### src/rtl/lfc_pkg.sv
package lfc_pkg;

    localparam int NUM_LETTERS   = 26;
    localparam int NUM_LANGUAGES = 4;
    localparam int COUNT_BITS    = 24;

    localparam int SHARE_BITS  = 14;
    localparam int PROD_BITS   = COUNT_BITS + SHARE_BITS;
    localparam int SQ_BITS     = 2 * SHARE_BITS;
    localparam int DIST_BITS   = 34;
    localparam int LETTER_W    = 5;
    localparam int LANG_W      = 2;
    localparam int TOTAL_W     = 24;
    localparam int DIV_CNT_W   = 4;

    localparam logic [COUNT_BITS-1:0] COUNT_MAX   = {COUNT_BITS{1'b1}};
    localparam logic [SHARE_BITS-1:0] SHARE_SCALE = SHARE_BITS'(10000);

    localparam logic CMD_TEXT     = 1'b0;
    localparam logic CMD_CLASSIFY = 1'b1;

    localparam logic [SHARE_BITS-1:0] PROFILE [4][26] = '{
        '{14'd827, 14'd148, 14'd294, 14'd403, 14'd1178, 14'd222, 14'd172, 14'd677,
          14'd739, 14'd12, 14'd81, 14'd376, 14'd285, 14'd671, 14'd779, 14'd154,
          14'd5, 14'd595, 14'd669, 14'd907, 14'd266, 14'd113, 14'd214, 14'd19,
          14'd189, 14'd3},
        '{14'd797, 14'd140, 14'd355, 14'd379, 14'd1689, 14'd102, 14'd100, 14'd75,
          14'd708, 14'd38, 14'd4, 14'd551, 14'd282, 14'd811, 14'd519, 14'd278,
          14'd101, 14'd669, 14'd835, 14'd722, 14'd609, 14'd135, 14'd2, 14'd54,
          14'd30, 14'd15},
        '{14'd950, 14'd111, 14'd153, 14'd530, 14'd894, 14'd174, 14'd357, 14'd394,
          14'd398, 14'd89, 14'd326, 14'd493, 14'd341, 14'd846, 14'd501, 14'd177,
          14'd0, 14'd673, 14'd556, 14'd920, 14'd194, 14'd242, 14'd0, 14'd5,
          14'd45, 14'd0},
        '{14'd512, 14'd195, 14'd357, 14'd507, 14'd1687, 14'd135, 14'd300, 14'd579,
          14'd863, 14'd19, 14'd114, 14'd368, 14'd312, 14'd1064, 14'd174, 14'd42,
          14'd1, 14'd630, 14'd699, 14'd519, 14'd392, 14'd77, 14'd179, 14'd1,
          14'd69, 14'd124}
    };

    typedef struct packed {
        logic       cmd;
        logic [7:0] ch;
    } t_in_item;

    typedef struct packed {
        logic [LANG_W-1:0]  language;
        logic [TOTAL_W-1:0] letter_total;
        logic               no_letters;
    } t_out_item;

    typedef struct packed {
        logic start;
        logic done;
    } t_div_ctrl;

    function automatic logic [SHARE_BITS-1:0] f_profile(
        input logic [LANG_W-1:0]   lang,
        input logic [LETTER_W-1:0] letter
    );
        return PROFILE[lang][letter];
    endfunction

endpackage

### src/rtl/letter_frequency_language_classifier.sv
// A text word (cmd 0) keeps the block idle, so bytes may stream in back to back while busy
// is low. A classify word (cmd 1) holds busy high while each letter passes through the
// 14-step shared share divider and the squaring multiplier reused for all four profiles, then
// through the profile compare and output; the divider is skipped when no letters
// were seen. The result appears on o_result for exactly one cycle with o_valid high, and the
// receiver must take it then because it cannot stall the block; counts are clear afterward.
module letter_frequency_language_classifier
    import lfc_pkg::*;
(
    input  logic      i_clk,
    input  logic      i_rst_n,
    input  logic      i_start,
    input  t_in_item  i_item,
    output logic      o_busy,
    output logic      o_valid,
    output t_out_item o_result
);

    typedef enum logic [7:0] {
        S_IDLE = 8'b0000_0001,
        S_MUL  = 8'b0000_0010,
        S_DIV  = 8'b0000_0100,
        S_WAIT = 8'b0000_1000,
        S_SQR  = 8'b0001_0000,
        S_ACC  = 8'b0010_0000,
        S_CMP  = 8'b0100_0000,
        S_DONE = 8'b1000_0000
    } t_state;

    t_state                r_state, n_state;
    logic [COUNT_BITS-1:0] r_count [NUM_LETTERS];
    logic [COUNT_BITS-1:0] r_total;
    logic [PROD_BITS-1:0]  r_prod;
    logic [SHARE_BITS-1:0] r_share;
    logic [SQ_BITS-1:0]    r_sq;
    logic [DIST_BITS-1:0]  r_dist [NUM_LANGUAGES];
    logic [DIST_BITS-1:0]  r_best_sum;
    logic [LANG_W-1:0]     r_best;
    logic [LANG_W-1:0]     r_lang;
    logic [LETTER_W-1:0]   r_letter;
    logic                  r_valid;
    t_out_item             r_result;

    logic                  w_accept;
    logic                  w_is_lower, w_is_upper;
    logic [7:0]            w_offset;
    logic [LETTER_W-1:0]   w_idx;
    logic                  w_count_en;
    logic [SHARE_BITS-1:0] w_prof;
    logic [SHARE_BITS-1:0] w_diff;
    t_div_ctrl             w_div;
    logic [SHARE_BITS-1:0] w_quot;

    assign w_accept   = i_start && (r_state == S_IDLE);
    assign w_is_lower = (i_item.ch >= 8'h61) && (i_item.ch <= 8'h7A);
    assign w_is_upper = (i_item.ch >= 8'h41) && (i_item.ch <= 8'h5A);
    assign w_offset   = w_is_lower ? (i_item.ch - 8'h61) : (i_item.ch - 8'h41);
    assign w_idx      = w_offset[LETTER_W-1:0];
    assign w_count_en = w_accept && (i_item.cmd == CMD_TEXT) && (w_is_lower || w_is_upper)
                        && (32'(w_idx) < NUM_LETTERS);

    assign w_prof = f_profile(r_lang, r_letter);
    assign w_diff = (w_prof >= r_share) ? (w_prof - r_share) : (r_share - w_prof);

    assign w_div.start = (r_state == S_DIV);

    lfc_div u_div (
        .i_clk   (i_clk),
        .i_rst_n (i_rst_n),
        .i_start (w_div.start),
        .i_num   (r_prod),
        .i_den   (r_total),
        .o_done  (w_div.done),
        .o_quot  (w_quot)
    );

    always_comb begin
        n_state = r_state;
        unique case (r_state)
            S_IDLE: begin
                if (w_accept && (i_item.cmd == CMD_CLASSIFY)) begin
                    n_state = S_MUL;
                end
            end
            S_MUL:  n_state = (r_total == '0) ? S_SQR : S_DIV;
            S_DIV:  n_state = S_WAIT;
            S_WAIT: begin
                if (w_div.done) begin
                    n_state = S_SQR;
                end
            end
            S_SQR:  n_state = S_ACC;
            S_ACC: begin
                if (r_lang != LANG_W'(NUM_LANGUAGES - 1)) begin
                    n_state = S_SQR;
                end else if (r_letter == LETTER_W'(NUM_LETTERS - 1)) begin
                    n_state = S_CMP;
                end else begin
                    n_state = S_MUL;
                end
            end
            S_CMP: begin
                if (r_lang == LANG_W'(NUM_LANGUAGES - 1)) begin
                    n_state = S_DONE;
                end
            end
            S_DONE: n_state = S_IDLE;
            default: n_state = S_IDLE;
        endcase
    end

    always_ff @(posedge i_clk) begin
        if (!i_rst_n) begin
            r_state  <= S_IDLE;
            r_total  <= '0;
            r_lang   <= '0;
            r_letter <= '0;
            r_valid  <= 1'b0;
            for (int i = 0; i < NUM_LETTERS; i++) begin
                r_count[i] <= '0;
            end
            for (int k = 0; k < NUM_LANGUAGES; k++) begin
                r_dist[k] <= '0;
            end
        end else begin
            r_state <= n_state;
            r_valid <= 1'b0;
            unique case (r_state)
                S_IDLE: begin
                    if (w_count_en) begin
                        if (r_count[w_idx] != COUNT_MAX) begin
                            r_count[w_idx] <= r_count[w_idx] + 1'b1;
                        end
                        if (r_total != COUNT_MAX) begin
                            r_total <= r_total + 1'b1;
                        end
                    end
                    if (w_accept && (i_item.cmd == CMD_CLASSIFY)) begin
                        r_lang   <= '0;
                        r_letter <= '0;
                        for (int k = 0; k < NUM_LANGUAGES; k++) begin
                            r_dist[k] <= '0;
                        end
                    end
                end
                S_MUL: begin
                    r_prod  <= r_count[0] * SHARE_SCALE;
                    r_share <= '0;
                end
                S_DIV: begin
                end
                S_WAIT: begin
                    if (w_div.done) begin
                        r_share <= w_quot;
                    end
                end
                S_SQR: begin
                    r_sq <= w_diff * w_diff;
                end
                S_ACC: begin
                    r_dist[r_lang] <= r_dist[r_lang] + DIST_BITS'(r_sq);
                    if (r_lang != LANG_W'(NUM_LANGUAGES - 1)) begin
                        r_lang <= r_lang + 1'b1;
                    end else begin
                        r_lang   <= '0;
                        r_letter <= r_letter + 1'b1;
                        for (int i = 0; i < NUM_LETTERS - 1; i++) begin
                            r_count[i] <= r_count[i + 1];
                        end
                        r_count[NUM_LETTERS - 1] <= '0;
                    end
                end
                S_CMP: begin
                    if (r_lang == '0) begin
                        r_best_sum <= r_dist[0];
                        r_best     <= '0;
                    end else if (r_dist[r_lang] < r_best_sum) begin
                        r_best_sum <= r_dist[r_lang];
                        r_best     <= r_lang;
                    end
                    if (r_lang != LANG_W'(NUM_LANGUAGES - 1)) begin
                        r_lang <= r_lang + 1'b1;
                    end
                end
                S_DONE: begin
                    r_valid <= 1'b1;
                    r_total <= '0;
                end
                default: begin
                end
            endcase
        end
        if (r_state == S_DONE) begin
            r_result.language     <= r_best;
            r_result.letter_total <= TOTAL_W'(r_total);
            r_result.no_letters   <= (r_total == '0);
        end
    end

    assign o_busy   = (r_state != S_IDLE);
    assign o_valid  = r_valid;
    assign o_result = r_result;

    a_valid_after_done: assert property (@(posedge i_clk) disable iff (!i_rst_n)
        o_valid |-> $past(r_state == S_DONE))
        else $error("Result strobe without a finished classify.");

    a_empty_total: assert property (@(posedge i_clk) disable iff (!i_rst_n)
        (o_valid && o_result.no_letters) |-> (o_result.letter_total == '0))
        else $error("No-letters flag set with a nonzero letter total.");

    a_counts_cleared: assert property (@(posedge i_clk) disable iff (!i_rst_n)
        (r_state == S_CMP) |-> (r_count[0] == '0))
        else $error("Letter counts not cleared by the classify pass.");

    a_div_done_in_wait: assert property (@(posedge i_clk) disable iff (!i_rst_n)
        w_div.done |-> (r_state == S_WAIT))
        else $error("Divider finished outside its wait state.");

endmodule

### src/rtl/lfc_div.sv
module lfc_div
    import lfc_pkg::*;
(
    input  logic                  i_clk,
    input  logic                  i_rst_n,
    input  logic                  i_start,
    input  logic [PROD_BITS-1:0]  i_num,
    input  logic [COUNT_BITS-1:0] i_den,
    output logic                  o_done,
    output logic [SHARE_BITS-1:0] o_quot
);

    logic                  r_busy, n_busy;
    logic                  r_done, n_done;
    logic [DIV_CNT_W-1:0]  r_cnt, n_cnt;
    logic [COUNT_BITS-1:0] r_rem, n_rem;
    logic [SHARE_BITS-1:0] r_low, n_low;
    logic [SHARE_BITS-1:0] r_quot, n_quot;
    logic [COUNT_BITS-1:0] r_den, n_den;
    logic [COUNT_BITS:0]   w_trial;
    logic [COUNT_BITS:0]   w_diff;
    logic                  w_ge;

    assign w_trial = {r_rem, r_low[SHARE_BITS-1]};
    assign w_diff  = w_trial - {1'b0, r_den};
    assign w_ge    = w_trial >= {1'b0, r_den};

    always_comb begin
        n_busy = r_busy;
        n_done = 1'b0;
        n_cnt  = r_cnt;
        n_rem  = r_rem;
        n_low  = r_low;
        n_quot = r_quot;
        n_den  = r_den;
        if (i_start) begin
            n_busy = 1'b1;
            n_cnt  = '0;
            n_rem  = i_num[PROD_BITS-1:SHARE_BITS];
            n_low  = i_num[SHARE_BITS-1:0];
            n_den  = i_den;
            n_quot = '0;
        end else if (r_busy) begin
            n_rem  = w_ge ? w_diff[COUNT_BITS-1:0] : w_trial[COUNT_BITS-1:0];
            n_low  = {r_low[SHARE_BITS-2:0], 1'b0};
            n_quot = {r_quot[SHARE_BITS-2:0], w_ge};
            n_cnt  = r_cnt + 1'b1;
            if (r_cnt == DIV_CNT_W'(SHARE_BITS - 1)) begin
                n_busy = 1'b0;
                n_done = 1'b1;
            end
        end
    end

    always_ff @(posedge i_clk) begin
        if (!i_rst_n) begin
            r_busy <= 1'b0;
            r_done <= 1'b0;
            r_cnt  <= '0;
        end else begin
            r_busy <= n_busy;
            r_done <= n_done;
            r_cnt  <= n_cnt;
        end
        r_rem  <= n_rem;
        r_low  <= n_low;
        r_quot <= n_quot;
        r_den  <= n_den;
    end

    assign o_done = r_done;
    assign o_quot = r_quot;

endmodule

### config.mk
export PLATFORM = sky130hd
export DESIGN_NAME = letter_frequency_language_classifier
export DESIGN_NICKNAME = d
export VERILOG_FILES = /design/src/rtl/lfc_pkg.sv /design/src/rtl/letter_frequency_language_classifier.sv /design/src/rtl/lfc_div.sv
export SDC_FILE = /design/constraint.sdc
export NUM_CORES = 2
export LEC_CHECK = 0
export ABC_AREA = 1
export BUFFER_PORTS_ARGS = -buffer_cell sky130_fd_sc_hd__clkbuf_2
export CAP_MARGIN = 20
export CORE_MARGIN = 1
export CORE_UTILIZATION = 41
export DETAILED_ROUTE_END_ITERATION = 10
export MAX_ROUTING_LAYER = met4
export SETUP_SLACK_MARGIN = 0.4
export SYNTH_ARGS = -nofsm -noshare
export SYNTH_HDL_FRONTEND = slang
export SYNTH_SLANG_ARGS = --single-unit
### constraint.sdc
create_clock -name i_clk -period 9.3 [get_ports i_clk]
set_clock_uncertainty 0.15 [all_clocks]
set_input_delay 0.465 -clock i_clk [delete_from_list [all_inputs] [get_ports i_clk]]
set_output_delay 0.465 -clock i_clk [all_outputs]
set_load 0.01 [all_outputs]
==> metrics <==
CORE AREA around 180000 um2; max cap viols 0; Slew Limit Fails 0; most repeated library cell on the critical path inv_2; Port Buffers 40; Netlist cell types 64; sequential element share of the synthesized area a little under half; YS warnings 0; CP peak stage delay ~0.60 ns; Hold Crit Class in2reg; startpoint type of the worst setup path flop; post-synthesis xor/xnor area fraction around 1.8%; number of synthesized flops with an enable pin 1100; Root Buffer clkbuf_16; antenna violations before repair 5; CP Class reg2reg; HPWL Detailed 153000 um; clock latency on the worst-skew pair 0.81 ns; vias in the first global route approximately 58000; Synth Area in Compound Gates 9.00%; Synth Instances just under 9000; CP Data Required Time around 9.7 ns; adder-cell area share of the yosys netlist roughly a tenth; Synth Flop Type edfxtp_1; critical path endpoint category flop; syn avg cell area 8.18 um2; Final Setup Violations 0; Post-Synth Simple-Gate Area between 20% and 30%; row count between 150 and 200; GRT overflow 0; Detailed Routing Iterations Pass 1 9; Post-synth ARST share 0%; Nets roughly 9700; share of cells above drive strength 1 roughly a tenth; cell area after placement around 80000 um2; Synth area leaders edfxtp_1 45%, nand2_1 17%, ha_1 5.5%; Final Hold Viols 0; largest family of logic cells by synthesized area simple AND/OR/NAND/NOR gates; Routed WL about 230000 um; Rel. slew slack around 22%; Synth area leader edfxtp_1; Netlist Area Pre-Place ~73000 um2; status complete, but fails checks; Design Area, Final 83600 um2; Die Wd approximately 420 um; violated checks design-rule violations; CTS tree done; RSZ-0062 raised after global routing yes; die extent in y 424 um; depth of the CTS H-tree 4; Avg WL per Cell a little under 20 um; Worst-path clk slew approximately 0.060 ns; die footprint ~180000 um2; most common cell after layout, fill and taps aside nand2_1; DRC Markers 22; Num Clock Sinks between 1000 and 1500; register bit count reported by yosys 1162; initial core utilization 41.3%; Crit Path Max Fanout 5; clock buffer count from CTS 138; Critical Path AT about 9 ns; CTS max path bufs 3; first-pass GRT wire length around 350000 um; most frequent cells in the layout 3296 x nand2_1, 1100 x edfxtp_1, 927 x inv_1; via count just over 60000; Layout area overhead 14.8%; antenna viol nets, final 0; IO Pins 41; CP max-delay cell fa_1; Max Fclk around 120 MHz; initial DRC count roughly 5500; Period Utilization, post-route ~93%; RD Place Congestion 0.919; Slew @ Worst Pin between 1 and 1.5 ns; pin count of the biggest net entering global routing between 100 and 150; multiplexer share of the synthesized area less than 1%; setup TNS 0 ns; Tot GR Track Use 25.7%; crit path time final 8.63 ns; Vias per Instance ~5.2; top cell type's share of synthesized area a little under half
## critical path: cells and delay by family (launching register included)
kind / cells / cell delay [ns]
fa+ha+maj: 9 / 3.72
flops: 1 / 0.39
xor+xnor: 2 / 0.27
compound gates: 10 / 1.54
simple gates: 8 / 0.82
buf+inv: 16 / 1.22
mux: 1 / 0.25
## state kept, by name (all words and copies together), names as in the netlist, 10 cells and up, named ones only
name and flops:
u_div.o_quot 14, u_div.r_low 10, r_share 14, r_sq 27, r_count 768, r_dist 136, u_div.r_rem 24, u_div.r_den 24
o_result 27, r_prod 34, r_total 24, r_best_sum 34
## layout make-up
class | count | area [um2]
clock buffers | 168 | 3640
fillers | 17300 | 92700
clock inverters | 80 | 762
diodes | 5 | 12.5
repair buffers | 499 | 3940
well taps | 2340 | 2930
inverters | 987 | 3740
multi-input cells | 6421 | 34300
flip-flops and latches | 1162 | 34300
## stage by stage
stage               util, %  cells  setup slack, ns  hold WS (ns)
finish                 47.4  11700            0.670         0.114
global route           47.4  11700            0.342         0.152
CTS                    46.9  11600            0.334        0.0617
detailed placement     44.3  11400           -0.126         0.255
global placement       44.2  11400           -0.168         0.256
floorplan                 -   9005            0.417         0.250
## logic make-up after synthesis
logic type / count (synthesis)
AOI/OAI and AO/OA: 1213
xor gates and xnor gates: 138
adders and majority gates: 495
buffers and inverters: 1422
DFF: 1162
muxes: 2
other: 1
and+or+nand+nor: 4477
## synthesized netlist by cell type (51+ instances only)
library cell  instances
ha_1                319
o21ai_0             728
nand3_1             280
xor2_1               80
nor3_1               52
fa_1                176
nand2_1            3324
o21ai_1              68
clkbuf_1            206
nor2_1              703
edfxtp_1           1100
a21oi_1             218
nand4_1              54
buf_2               183
inv_1               953
dfxtp_1              62
xnor2_1              51
## layer usage
layer  routed length [um]  track usage (%)
met1                99200             34.3
met2               104000             40.3
met3                14300             3.27
met4                 7370             8.34
met5                    0                -
## timing repair
action,CTS,global route
buffers inserted,1,28
pin swaps,7,73
gates resized for setup,39,200
hold buffers,1,0
endpoints found under the hold margin,11,0
setup endpoints to repair,17,19
## final timing paths
path         slack (ns)  startpoint  cells after the start      endpoint
max                0.67   r_lang[1]                     46      r_sq[24]
min reg2reg        0.27   r_best[0]                      0  o_result[25]
max reg2reg        0.67   r_lang[1]                     46      r_sq[24]
min                0.11   i_item[8]                      4    r_state[0]
Power is left out: the tool's default activity adds up to more than one toggle a clock period on the data nets, which glitch-free logic cannot reach.
